==> config.mk <==
export PLATFORM = sky130hd
export DESIGN_NAME = shelf_rect_packer
export DESIGN_NICKNAME = d
export VERILOG_FILES = /design/src/hdl/srp_pkg.sv /design/src/hdl/shelf_rect_packer.sv
export SDC_FILE = /design/constraint.sdc
export NUM_CORES = 1
export LEC_CHECK = 0
export BUFFER_PORTS_ARGS = -buffer_cell sky130_fd_sc_hd__buf_4
export CAP_MARGIN = 20
export CORE_ASPECT_RATIO = 0.5
export CORE_MARGIN = 10
export CORE_UTILIZATION = 40
export CTS_CLUSTER_SIZE = 16
export DETAILED_ROUTE_END_ITERATION = 6
export SLEW_MARGIN = 25
export SYNTH_ARGS = -nofsm -noshare
export SYNTH_HDL_FRONTEND = slang
export SYNTH_SLANG_ARGS = --single-unit
export TNS_END_PERCENT = 50
==> constraint.sdc <==
create_clock -name clk -period 11.3 [get_ports clk]
set_input_delay 2.26 -clock clk [delete_from_list [all_inputs] [get_ports clk]]
set_output_delay 2.26 -clock clk [all_outputs]
set_load 0.01 [all_outputs]
==> src/hdl/srp_pkg.sv <==
// ----------------------------------------------------------------------------
// srp_pkg
// Types and constants for the shelf rectangle packer.
// ----------------------------------------------------------------------------
package srp_pkg;

  localparam int DIM_BITS        = 14;
  localparam int GROW_BITS       = DIM_BITS + 1;
  localparam int REG_W           = 15;
  localparam int PAD_W           = 8;
  localparam int PCT_W           = 7;
  localparam int GLYPH_W         = 12;
  localparam int CUR_W           = 17;
  localparam int ROW_W           = 13;
  localparam int STEP_W          = 6;
  localparam int MUL_A_W         = 18;
  localparam int MUL_P_W         = MUL_A_W + PCT_W;
  localparam int CFG_ADDR_W      = 5;
  localparam int CFG_DATA_W      = 32;

  localparam logic [STEP_W-1:0] GROW_STEP_LIMIT = STEP_W'(32);
  localparam logic [PCT_W-1:0]  PCT_SCALE       = PCT_W'(100);

  localparam logic [REG_W-1:0]  ATLAS_W_RST     = REG_W'(512);
  localparam logic [REG_W-1:0]  ATLAS_H_RST     = REG_W'(512);
  localparam logic [REG_W-1:0]  MAX_DIM_RST     = REG_W'(4096);
  localparam logic [PAD_W-1:0]  PADDING_RST     = PAD_W'(1);
  localparam logic [PCT_W-1:0]  HEADROOM_RST    = PCT_W'(75);

  typedef enum logic [2:0] {
    REG_ATLAS_W  = 3'd0,
    REG_ATLAS_H  = 3'd1,
    REG_MAX_DIM  = 3'd2,
    REG_PADDING  = 3'd3,
    REG_HEADROOM = 3'd4
  } cfg_reg_t;

  typedef enum logic [3:0] {
    ST_IDLE,
    ST_ALLOC_A,
    ST_ALLOC_B,
    ST_ALLOC_C,
    ST_GROW,
    ST_PRESS_1,
    ST_PRESS_2,
    ST_PRESS_3,
    ST_DONE
  } srp_state_t;

endpackage

==> src/hdl/shelf_rect_packer.sv <==
// ----------------------------------------------------------------------------
// shelf_rect_packer
// Shelf allocator for glyph rectangles in a 2D atlas, with growth search.
// ----------------------------------------------------------------------------
// Input beat: in_kind 0 allocates a glyph of in_glyph_width x in_glyph_height,
// in_kind 1 restarts the shelves. Each input beat gives exactly one output
// beat: placement (out_placed, out_pos_x, out_pos_y), a suggested grown atlas
// size when the glyph did not fit, and the fill-pressure flag.
// Settings must be written over the APB-style cfg_ port only while the block
// is idle (the block itself does not enforce this); they take effect for the next beat.
// One item at a time: in_ready drops for the duration of the sequence.
// A restart passes ALLOC_A, the three PRESS states and DONE; a placed glyph
// also passes ALLOC_B and ALLOC_C. Failed allocation: one growth step per
// cycle, at most 32 steps, on two dimension-step units, one per dimension;
// pressure uses one shared 18x7 multiplier in PRESS_1 and PRESS_2.
// The output register lets the next input beat be taken while a result waits;
// that item then holds in its last state until the output register frees.
// Reset (rst_n low, synchronous) restores the register defaults, puts the
// shelf cursor at (1, 1) with an empty row and empties the output register.
// ----------------------------------------------------------------------------
module shelf_rect_packer
  import srp_pkg::*;
(
  input  logic                     clk,
  input  logic                     rst_n,
  input  logic                     in_valid,
  output logic                     in_ready,
  input  logic                     in_kind,
  input  logic [GLYPH_W-1:0]       in_glyph_width,
  input  logic [GLYPH_W-1:0]       in_glyph_height,
  output logic                     out_valid,
  input  logic                     out_ready,
  output logic                     out_placed,
  output logic [DIM_BITS-1:0]      out_pos_x,
  output logic [DIM_BITS-1:0]      out_pos_y,
  output logic                     out_grow_found,
  output logic [GROW_BITS-1:0]     out_grow_width,
  output logic [GROW_BITS-1:0]     out_grow_height,
  output logic                     out_pressure_high,
  input  logic                     cfg_psel,
  input  logic                     cfg_penable,
  input  logic                     cfg_pwrite,
  input  logic [CFG_ADDR_W-1:0]    cfg_paddr,
  input  logic [CFG_DATA_W-1:0]    cfg_pwdata,
  output logic [CFG_DATA_W-1:0]    cfg_prdata,
  output logic                     cfg_pready
);

  // configuration
  logic [REG_W-1:0] atlas_w_r, atlas_h_r, max_dim_r;
  logic [PAD_W-1:0] padding_r;
  logic [PCT_W-1:0] headroom_r;
  cfg_reg_t         cfg_idx;
  logic             cfg_wr;

  assign cfg_pready = 1'b1;
  assign cfg_idx    = cfg_reg_t'(cfg_paddr[4:2]);
  assign cfg_wr     = cfg_psel & cfg_penable & cfg_pwrite;

  always_ff @(posedge clk) begin
    if (!rst_n) begin
      atlas_w_r  <= ATLAS_W_RST;
      atlas_h_r  <= ATLAS_H_RST;
      max_dim_r  <= MAX_DIM_RST;
      padding_r  <= PADDING_RST;
      headroom_r <= HEADROOM_RST;
    end else if (cfg_wr) begin
      case (cfg_idx)
        REG_ATLAS_W:  atlas_w_r  <= cfg_pwdata[REG_W-1:0];
        REG_ATLAS_H:  atlas_h_r  <= cfg_pwdata[REG_W-1:0];
        REG_MAX_DIM:  max_dim_r  <= cfg_pwdata[REG_W-1:0];
        REG_PADDING:  padding_r  <= cfg_pwdata[PAD_W-1:0];
        REG_HEADROOM: headroom_r <= cfg_pwdata[PCT_W-1:0];
        default: ;
      endcase
    end
  end

  always_comb begin
    case (cfg_idx)
      REG_ATLAS_W:  cfg_prdata = CFG_DATA_W'(atlas_w_r);
      REG_ATLAS_H:  cfg_prdata = CFG_DATA_W'(atlas_h_r);
      REG_MAX_DIM:  cfg_prdata = CFG_DATA_W'(max_dim_r);
      REG_PADDING:  cfg_prdata = CFG_DATA_W'(padding_r);
      REG_HEADROOM: cfg_prdata = CFG_DATA_W'(headroom_r);
      default:      cfg_prdata = '0;
    endcase
  end

  // effective cap, zero acts as one
  logic [REG_W-1:0] max_eff;
  assign max_eff = (max_dim_r == '0) ? REG_W'(1) : max_dim_r;

  // sequencer
  srp_state_t state_r, state_nxt;

  logic                 kind_r;
  logic [GLYPH_W-1:0]   gw_r, gh_r;
  logic [ROW_W-1:0]     cw_r, ch_r;
  logic                 fits_r, newsh_r;
  logic [CUR_W:0]       ynew_r;
  logic [CUR_W-1:0]     cursor_x_r, cursor_y_r;
  logic [ROW_W-1:0]     row_h_r;
  logic [REG_W-1:0]     nw_r, nh_r;
  logic [STEP_W-1:0]    step_r;
  logic [MUL_P_W-1:0]   prod_a_r, prod_b_r;

  logic                 res_placed_r, res_found_r;
  logic [DIM_BITS-1:0]  res_px_r, res_py_r;
  logic [GROW_BITS-1:0] res_gw_r, res_gh_r;
  logic                 res_press_r;

  logic                 out_valid_r, out_placed_r, out_found_r, out_press_r;
  logic [DIM_BITS-1:0]  out_px_r, out_py_r;
  logic [GROW_BITS-1:0] out_gw_r, out_gh_r;

  logic in_fire, out_load;

  assign in_ready = (state_r == ST_IDLE);
  assign in_fire  = in_valid & in_ready;
  assign out_load = (state_r == ST_DONE) && (!out_valid_r || out_ready);

  // allocation datapath
  logic [CUR_W-1:0]   y_sel, cx_base;
  logic [CUR_W+1:0]   y_bottom;
  logic               alloc_ok;
  logic [ROW_W-1:0]   row_base;

  assign y_sel    = newsh_r ? ynew_r[CUR_W-1:0] : cursor_y_r;
  assign y_bottom = (CUR_W+2)'(y_sel) + (CUR_W+2)'(ch_r) + (CUR_W+2)'(padding_r);
  assign alloc_ok = fits_r && (y_bottom <= (CUR_W+2)'(atlas_h_r));
  assign cx_base  = newsh_r ? CUR_W'(padding_r) : cursor_x_r;
  assign row_base = newsh_r ? '0 : row_h_r;

  // dimension-step unit, one instance per dimension
  function automatic logic [REG_W-1:0] dim_step(
    input logic [REG_W-1:0] n,
    input logic [PAD_W+1:0] p4,
    input logic [REG_W-2:0] need,
    input logic [REG_W-1:0] mx
  );
    logic [REG_W-1:0] base;
    logic [REG_W+1:0] dbl, grown;
    base  = (n > REG_W'(p4)) ? n : REG_W'(p4);
    dbl   = {1'b0, base, 1'b0};
    grown = (dbl > (REG_W+2)'(need)) ? dbl : (REG_W+2)'(need);
    dim_step = (grown < (REG_W+2)'(mx)) ? grown[REG_W-1:0] : mx;
  endfunction

  logic [PAD_W+1:0] pad4;
  logic [REG_W-2:0] need_w, need_h;
  logic [REG_W-1:0] nw_step, nh_step;
  logic             grow_cont, grow_fit;

  assign pad4      = {padding_r, 2'b00};
  assign need_w    = (REG_W-1)'(cw_r) + (REG_W-1)'(padding_r);
  assign need_h    = (REG_W-1)'(ch_r) + (REG_W-1)'(padding_r);
  assign nw_step   = dim_step(nw_r, pad4, need_w, max_eff);
  assign nh_step   = dim_step(nh_r, pad4, need_h, max_eff);
  assign grow_cont = ((nw_r < max_eff) || (nh_r < max_eff)) && (step_r < GROW_STEP_LIMIT);
  assign grow_fit  = (REG_W'(cw_r) < nw_step) && (REG_W'(ch_r) < nh_step);

  // shared multiplier
  logic [MUL_A_W-1:0] mul_a;
  logic [PCT_W-1:0]   mul_b;
  logic [MUL_P_W-1:0] mul_p;

  always_comb begin
    if (state_r == ST_PRESS_1) begin
      mul_a = MUL_A_W'(cursor_y_r) + MUL_A_W'(row_h_r);
      mul_b = PCT_SCALE;
    end else begin
      mul_a = MUL_A_W'(atlas_h_r);
      mul_b = headroom_r;
    end
    mul_p = MUL_P_W'(mul_a) * MUL_P_W'(mul_b);
  end

  // next state
  always_comb begin
    state_nxt = state_r;
    case (state_r)
      ST_IDLE:    if (in_fire) state_nxt = ST_ALLOC_A;
      ST_ALLOC_A: state_nxt = kind_r ? ST_PRESS_1 : ST_ALLOC_B;
      ST_ALLOC_B: state_nxt = ST_ALLOC_C;
      ST_ALLOC_C: state_nxt = alloc_ok ? ST_PRESS_1 : ST_GROW;
      ST_GROW:    if (!grow_cont || grow_fit) state_nxt = ST_PRESS_1;
      ST_PRESS_1: state_nxt = ST_PRESS_2;
      ST_PRESS_2: state_nxt = ST_PRESS_3;
      ST_PRESS_3: state_nxt = ST_DONE;
      ST_DONE:    if (out_load) state_nxt = ST_IDLE;
      default:    state_nxt = ST_IDLE;
    endcase
  end

  always_ff @(posedge clk) begin
    if (!rst_n) state_r <= ST_IDLE;
    else        state_r <= state_nxt;
  end

  // shelf state
  always_ff @(posedge clk) begin
    if (!rst_n) begin
      cursor_x_r <= CUR_W'(PADDING_RST);
      cursor_y_r <= CUR_W'(PADDING_RST);
      row_h_r    <= '0;
    end else if (state_r == ST_ALLOC_A && kind_r) begin
      cursor_x_r <= CUR_W'(padding_r);
      cursor_y_r <= CUR_W'(padding_r);
      row_h_r    <= '0;
    end else if (state_r == ST_ALLOC_C && alloc_ok) begin
      cursor_y_r <= y_sel;
      cursor_x_r <= cx_base + CUR_W'(cw_r) + CUR_W'(padding_r);
      row_h_r    <= (row_base > ch_r) ? row_base : ch_r;
    end
  end

  // working and result registers
  always_ff @(posedge clk) begin
    case (state_r)
      ST_IDLE: begin
        kind_r <= in_kind;
        gw_r   <= in_glyph_width;
        gh_r   <= in_glyph_height;
      end
      ST_ALLOC_A: begin
        cw_r         <= ROW_W'(gw_r) + ROW_W'({padding_r, 1'b0});
        ch_r         <= ROW_W'(gh_r) + ROW_W'({padding_r, 1'b0});
        res_placed_r <= 1'b0;
        res_px_r     <= '0;
        res_py_r     <= '0;
        res_found_r  <= 1'b0;
        res_gw_r     <= '0;
        res_gh_r     <= '0;
      end
      ST_ALLOC_B: begin
        fits_r  <= (REG_W'(cw_r) < atlas_w_r) && (REG_W'(ch_r) < atlas_h_r);
        newsh_r <= ((CUR_W+1)'(cursor_x_r) + (CUR_W+1)'(cw_r) + (CUR_W+1)'(padding_r))
                   > (CUR_W+1)'(atlas_w_r);
        ynew_r  <= (CUR_W+1)'(cursor_y_r) + (CUR_W+1)'(row_h_r) + (CUR_W+1)'(padding_r);
      end
      ST_ALLOC_C: begin
        if (alloc_ok) begin
          res_placed_r <= 1'b1;
          res_px_r     <= DIM_BITS'(cx_base + CUR_W'(padding_r));
          res_py_r     <= DIM_BITS'(y_sel + CUR_W'(padding_r));
        end
        nw_r   <= atlas_w_r;
        nh_r   <= atlas_h_r;
        step_r <= '0;
      end
      ST_GROW: begin
        if (grow_cont) begin
          nw_r   <= nw_step;
          nh_r   <= nh_step;
          step_r <= step_r + STEP_W'(1);
          if (grow_fit) begin
            res_found_r <= 1'b1;
            res_gw_r    <= GROW_BITS'(nw_step);
            res_gh_r    <= GROW_BITS'(nh_step);
          end
        end
      end
      ST_PRESS_1: prod_a_r <= mul_p;
      ST_PRESS_2: prod_b_r <= mul_p;
      ST_PRESS_3: begin
        res_press_r <= !((atlas_w_r >= max_eff) || (atlas_h_r >= max_eff))
                       && (prod_a_r > prod_b_r);
      end
      default: ;
    endcase
  end

  // output register
  always_ff @(posedge clk) begin
    if (!rst_n) begin
      out_valid_r <= 1'b0;
    end else if (out_load) begin
      out_valid_r <= 1'b1;
    end else if (out_ready) begin
      out_valid_r <= 1'b0;
    end
  end

  always_ff @(posedge clk) begin
    if (out_load) begin
      out_placed_r <= res_placed_r;
      out_px_r     <= res_px_r;
      out_py_r     <= res_py_r;
      out_found_r  <= res_found_r;
      out_gw_r     <= res_gw_r;
      out_gh_r     <= res_gh_r;
      out_press_r  <= res_press_r;
    end
  end

  assign out_valid         = out_valid_r;
  assign out_placed        = out_placed_r;
  assign out_pos_x         = out_px_r;
  assign out_pos_y         = out_py_r;
  assign out_grow_found    = out_found_r;
  assign out_grow_width    = out_gw_r;
  assign out_grow_height   = out_gh_r;
  assign out_pressure_high = out_press_r;

`ifndef ASSERT_OFF
  a_one_at_a_time: assert property (@(posedge clk) disable iff (!rst_n)
    in_fire |=> !in_ready)
    else $error("input beat taken while busy");

  a_step_bound: assert property (@(posedge clk) disable iff (!rst_n)
    (state_r == ST_GROW) |-> (step_r <= GROW_STEP_LIMIT))
    else $error("growth search ran past its step limit");

  a_place_xor_grow: assert property (@(posedge clk) disable iff (!rst_n)
    out_valid_r |-> !(out_placed_r && out_found_r))
    else $error("result both placed and grown");

  a_no_grow_zero: assert property (@(posedge clk) disable iff (!rst_n)
    (out_valid_r && !out_found_r) |-> (out_gw_r == '0 && out_gh_r == '0))
    else $error("grow size without a found size");

  a_load_free: assert property (@(posedge clk) disable iff (!rst_n)
    out_load |-> (!out_valid_r || out_ready))
    else $error("output register overwritten");
`endif

endmodule
==> flow_summary.toml, run 1 <==
[floorplanning]
ioPinCount = 165
die_y_um = 215.5
coreArea_mm2 = 0.07542
die_x_um = 411.0
rows = 71
fp.dieArea_mm2 = 0.08857
start_util = 0.4054

[finish]
syn_to_final_growth_pct = 11.77
fillCellCount = 7111
nets = 3796
drive_gt1_frac = 0.09487

[route]
vias_per_cell = 5.592
first_pass_iters = 5
drc_errors = 0
avgRoutedWirePerCell_um = 21.36
drtIter0Drc = 2068
finalWirelength_um = 91020
ant_nets = 0
via_count = 23826

[pwr]
power_frac_clock = 0.356
internal-power_mw = 2.845
p_comb_frac = 0.222
peakVddDrop_mv = 0.08747
sw_frac_of_total = 0.3095
power.total_mw = 4.121
cellLeakagePower_nw = 14.92
power_density_mw_per_mm2 = 120.6
seqPwrFrac = 0.422
p_switching_mw = 1.275

[timing]
hold_viol_final = 0
slew_violations = 0
period_minus_slack_ns = 10.13
post-route-period-util = 0.8962
fin_worst_skew_ns = 0.02909
fmax_mhz = 98.75
setup_viol = 0
tightest_slew_ns = 1.050
finalSetupTns_ns = 0
rsz0062_at_grt = "no"
fin_ws_ns = 1.173
slew_headroom = 0.3003

[synthesis]
muxShareOfSynthArea = 0.03838
synth_top_family_by_area = "adder cells"
synth_cell_type_count = 81
synthArstFlopShare = 0
synth_top_area_share = 0.2730
yosys_register_bits = 390
syn_area_per_cell_um2 = 9.895
syn_inst = 3090
ys_seq_area_frac = 0.3463
yosys_warnings = 0
synthXorXnorAreaFrac = 0.03695
synth-edff-count = 278
synth_area_mm2 = 0.03058
ys_top_cells_by_area = "edfxtp_1 (27%), ha_1 (17%), fa_1 (7.5%)"
synth_fa_ha_area_frac = 0.2428
ys.flop_type = "edfxtp_1"
synth_area_leader_cell = "edfxtp_1"
yosys.area_share.simple = 0.1291
synth_compound_area_frac = 0.1563

[clock_tree]
cts_num_sinks = 390
cts_tree = "yes"
cts.path.max_buffers = 3
cts-buffers-inserted = 42
htreeDepth = 2
ctsResizeCount = 0
cts_hold_buf = 0
clk_latency_ns = 0.61
path_clk_slew_ns = 0.06
cts_root_buffer = "clkbuf_16"
cts_setup_buffers = 0

[worst_setup_path]
reg2reg_slack_ns = 1.17
cp_slowest_stage_delay_ns = 0.80
worstPathRequired_ns = 11.54
arrival_ns = 10.37
crit_slowest_cell = "a41oi_2"
path_class = "flip-flop to flip-flop"
worst_path_most_repeated_cell = "a21oi_1"
startpoint_type = "flip-flop"
crit_path_end_kind = "flip-flop"
cp_max_fo = 31

[hold_path]
hold_path.class = "flip-flop to flip-flop"

[grt]
gr-total-overflow = 0
grt_pass1_vias = 23316
antenna_found_initial = 5
grt_max_degree = 96
grt_pass1_wl_um = 139100
gr-usage-all-layers = 0.2002

[place]
pre_cts_ws_ns = 1.286
port-buffer-count = 127
gp_congestion = 0.9664
dpl.hpwl_um = 69810

[run_status]
status = "completed"

[run]
drv_cap = 0
## through the flow
step / area, um2 / instances / hold WS, ns / utilization
after global routing: 34180 / 4261 / 0.4245 / 0.4531
after CTS: 34160 / 4258 / 0.4197 / 0.4530
after detailed placement: 32710 / 4180 / 0.4045 / 0.4337
after floorplan: 30680 / 3118 / 0.4003 / -
after global placement: 32700 / 4180 / 0.4045 / 0.4336
final: 34180 / 4261 / 0.4176 / 0.4531
## power by group through the flow
stage / Sequential, mW / Combinational [mW] / Clock [mW]
floorplan: 1.72 / 0.665 / 0
finish: 1.74 / 0.917 / 1.47
detailed placement: 1.77 / 0.906 / 0
global placement: 1.77 / 0.882 / 0
global route: 1.75 / 1.04 / 1.54
CTS: 1.74 / 0.912 / 1.49
## kinds of logic (layout without fill, tap and decap cells)
| group | Yosys count | in the layout |
|---|---|---|
| XOR/XNOR | 129 | 129 |
| other | 2 | 33 |
| flip-flops | 390 | 390 |
| adder cells (fa/ha/maj) | 525 | 525 |
| AO/OA/AOI/OAI | 732 | 732 |
| buffers and inverters | 384 | 502 |
| multiplexers | 112 | 112 |
| AND/OR/NAND/NOR | 816 | 816 |
## metal layers
metal / wire [um] / up-vias / global-route usage / part of all wire
met5: 0 / - / 0 / 0
met4: 2231 / 0 / 0.05883 / 0.025
met3: 5217 / 112 / 0.02826 / 0.057
met2: 42290 / 676 / 0.3269 / 0.46
met1: 41280 / 11683 / 0.2739 / 0.45
li1: - / 11355 / - / -
## synth_stat cells (10+ instances only)
cell type	n
nand4_1	37
a31oi_1	19
nor4_1	12
mux2_2	32
a22o_1	16
a22oi_1	15
nor2b_1	68
dfxtp_1	112
a211oi_1	30
fa_1	114
nor3_1	54
clkbuf_1	90
ha_1	411
inv_1	259
nand2b_1	29
a21o_1	93
a21oi_1	183
a21boi_0	51
and3_1	46
and2_1	28
o211ai_1	23
mux2i_1	79
nand3_1	80
o21ai_0	137
o22ai_1	12
xnor2_1	88
a211o_1	10
buf_4	18
o21bai_1	25
nand2_1	229
or2_2	10
o21a_1	40
edfxtp_1	278
nor2_1	192
xor2_1	41
## critical path: cells and delay by family (launching register included)
family	cells	cell delay, ns
multiplexers	2	0.70
AO/OA/AOI/OAI	20	5.38
flip-flops	1	0.31
buffers and inverters	3	1.21
adder cells (fa/ha/maj)	4	1.34
AND/OR/NAND/NOR	6	0.73
## state kept, by name, summed over array words and instances (netlist names), 17 cells and up
signal and count:
cursor_x_r 17, cursor_y_r 17, prod_a_r 25, prod_b_r 25, ynew_r 17
## final timing paths
path           startpoint      endpoint  depth (start not counted)
max          padding_r[1]   res_gw_r[1]                         35
min           res_px_r[0]  out_pos_x[0]                          0
max reg2reg  padding_r[1]   res_gw_r[1]                         35
min reg2reg   res_px_r[0]  out_pos_x[0]                          0
## layout make-up
type                       instances  area, um2  area share
inverter                         260      975.9     0.02856
tap                             1022       1279     0.03742
multi-input combinational       2344      18640      0.5453
sequential                       390      10590      0.3099
clock inverter                    23      190.2    0.005565
antenna                            3      7.507   0.0002197
clock buffer                      55       1265     0.03701
timing repair buffer             164       1231     0.03603
## cell usage in the layout (no fill, tap or decap), drive strengths merged, types with 9 or more instances in the layout
cell type / synthesis / final
o211ai: 23 / 23
xor2: 41 / 41
buf: 34 / 164
o22ai: 12 / 12
o21a: 41 / 41
clkbuf: 90 / 55
or2: 11 / 11
nor2b: 68 / 68
edfxtp: 278 / 278
a211o: 10 / 10
a22oi: 15 / 15
and2: 28 / 28
a21o: 93 / 93
dfxtp: 112 / 112
conb: 2 / 30
a21oi: 184 / 184
a31oi: 19 / 19
nor3: 54 / 54
a22o: 16 / 16
nand2: 229 / 229
fa: 114 / 114
o21bai: 25 / 25
o21ai: 145 / 145
nor2: 192 / 192
nor4: 12 / 12
and3: 46 / 46
xnor2: 88 / 88
clkinv: 1 / 10
a2111oi: 9 / 9
a21boi: 52 / 52
a211oi: 31 / 31
nand2b: 29 / 29
mux2: 32 / 32
inv: 259 / 267
mux2i: 79 / 79
ha: 411 / 411
nand4: 37 / 37
nand3: 80 / 80
Power figures use the tool's default switching activity.
==> inputs of run 2 (changes only) <==
--- a/config.mk
+++ b/config.mk
@@ -5,7 +5,7 @@
 export SDC_FILE = /design/constraint.sdc
 export NUM_CORES = 1
 export LEC_CHECK = 0
-export BUFFER_PORTS_ARGS = -buffer_cell sky130_fd_sc_hd__buf_4
+export BUFFER_PORTS_ARGS = -buffer_cell sky130_fd_sc_hd__buf_2
 export CAP_MARGIN = 20
 export CORE_ASPECT_RATIO = 0.5
 export CORE_MARGIN = 10
==> run 2 against run 1 <==
Combinational power decreased by 0.4%. Fmax rose by 0.37%. Sequential share of layout area rose by 0.39 points. Sequential power barely moved. Total power down 1.8%. Clock-buffer cell count rose by 4. Die area is the same. First-iteration DRC count shrank 5.0%. Via count stayed put. Critical endpoint is now res_gw_r[2].
==> flow_summary.toml, run 2 (same netlist as run 1, synthesis figures left out) <==
[run_status]
status = "completed"

[finish]
layout_common_cells = "ha_1 (411), edfxtp_1 (278), inv_1 (259), nand2_1 (227), nor2_1 (191)"
fin_cells = 4259
layout_commonest_cell = "ha_1"
nets = 3798
syn_to_final_growth_pct = 10.37
reg_top3 = "prod_a_r (25), prod_b_r (25)"
fillCellCount = 7209
multi_input_area_mm2 = 0.01864
drive_gt1_frac = 0.09119
seqCellArea_mm2 = 0.01059

[hold_path]
hold_path.class = "flip-flop to flip-flop"
hold_depth = 0
whs_endpoint = "out_grow_height[3]"
holdCritStartpoint = "res_gh_r[3]"

[route]
finalWirelength_um = 91530
first_pass_iters = 5
via_count = 23826
ant_nets = 0
drtIter0Drc = 1965
drc_errors = 0
vias_per_cell = 5.594
avgRoutedWirePerCell_um = 21.49

[timing]
finalSetupTns_ns = 0
rsz0062_at_grt = "no"
period_minus_slack_ns = 10.09
post-route-period-util = 0.8928
setup_viol = 0
fin_worst_skew_ns = 0.01620
fin_hold_ws_ns = 0.4188
hold_viol_final = 0
tightest_slew_ns = 1.016
fin_ws_ns = 1.211
fmax_mhz = 99.12
slew_headroom = 0.3215
slew_violations = 0

[clock_tree]
cts-buffers-inserted = 42
cts_tree = "yes"
clk_latency_ns = 0.59
cts_setup_buffers = 0
ctsResizeCount = 0
cts_hold_buf = 0
cts.path.max_buffers = 3
cts_root_buffer = "clkbuf_16"
cts_num_sinks = 390
htreeDepth = 2
path_clk_slew_ns = 0.07

[pwr]
power_density_mw_per_mm2 = 120.0
cellLeakagePower_nw = 14.76
peakVddDrop_mv = 0.08473
power.total_mw = 4.048

[floorplanning]
die_y_um = 215.5
fp.dieArea_mm2 = 0.08857
coreArea_mm2 = 0.07542
start_util = 0.4054
rows = 71
die_x_um = 411.0
ioPinCount = 165

[worst_setup_path]
r2r_cells = 35
reg2reg_slack_ns = 1.21
worstPathRequired_ns = 11.52
path_class = "flip-flop to flip-flop"
worst_path_most_repeated_cell = "a21oi_1"
crit_slowest_cell = "a41oi_2"
r2r_end = "res_gw_r[2]"
startpoint_type = "flip-flop"
cp_max_fo = 31
r2r-start = "padding_r[1]"
crit_path_end_kind = "flip-flop"
arrival_ns = 10.31
cp_slowest_stage_delay_ns = 0.79

[grt]
gr-total-overflow = 0
grt_pass1_wl_um = 140300
gr-usage-all-layers = 0.2015
grt_max_degree = 96
antenna_found_initial = 4
grt_pass1_vias = 23560

[run]
drv_cap = 0

[place]
port-buffer-count = 127
place_inst = 4182
gp_congestion = 0.9595
pre_cts_ws_ns = 1.301
dpl.hpwl_um = 69990
-- run 2: cell count changes in the layout (fill, tap and decap cells not counted), moves of 3 or more --
cell,delta
buf_2,+127
buf_4,-125
clkbuf_1,+12
clkbuf_8,-6
clkbuf_16,-3
-- run 2: how the worst max path moves through the flow --
stage | to | cells past startpoint | slack, ns | startpoint
6_report | res_gw_r[2] | 35 | 1.21 | padding_r[1]
5_1_grt | res_gw_r[4] | 33 | 0.59 | padding_r[1]
4_1_cts | res_gw_r[2] | 35 | 1.26 | padding_r[1]
3_5_place_dp | res_gw_r[6] | 35 | 1.30 | padding_r[1]
3_3_place_gp | res_gw_r[6] | 35 | 1.30 | padding_r[1]
2_1_floorplan | res_found_r | 36 | 0.59 | padding_r[1]
-- run 2: through the flow --
stage,util,area (um2)
after floorplan,-,30680
after global placement,0.4296,32400
after detailed placement,0.4296,32400
after CTS,0.4472,33730
after global routing,0.4475,33750
final,0.4475,33750
-- run 2: layout make-up --
cell class,count,share of cell area
antenna,2,0.0001483
clock buffer,59,0.03429
clock inverter,16,0.005116
inverter,260,0.02892
multi-input combinational,2344,0.5523
sequential,390,0.3138
tap,1022,0.03789
timing repair buffer,166,0.02751
-- run 2: routing by layer --
| metal | track usage | part of all wire | vias up |
|---|---|---|---|
| met3 | 0.02855 | 0.062 | 151 |
| met5 | 0 | 0 | - |
| met4 | 0.06960 | 0.035 | 0 |
| met2 | 0.3277 | 0.46 | 676 |
| met1 | 0.2727 | 0.45 | 11672 |
| li1 | - | - | 11327 |
-- run 2: worst max-delay path, delay by kind of cell, from the launching register on --
family / cells / cell delay, ns
AO/OA/AOI/OAI: 20 / 5.34
adder cells (fa/ha/maj): 4 / 1.32
buffers and inverters: 3 / 1.23
flip-flops: 1 / 0.31
multiplexers: 2 / 0.70
AND/OR/NAND/NOR: 6 / 0.74
-- run 2: power by group --
group | internal (mW) | switching, mW | leakage [nW]
logic | 0.369 | 0.544 | 10.6
clock network | 0.786 | 0.611 | 0.645
registers | 1.65 | 0.0916 | 3.50
total | 2.80 | 1.25 | 14.8
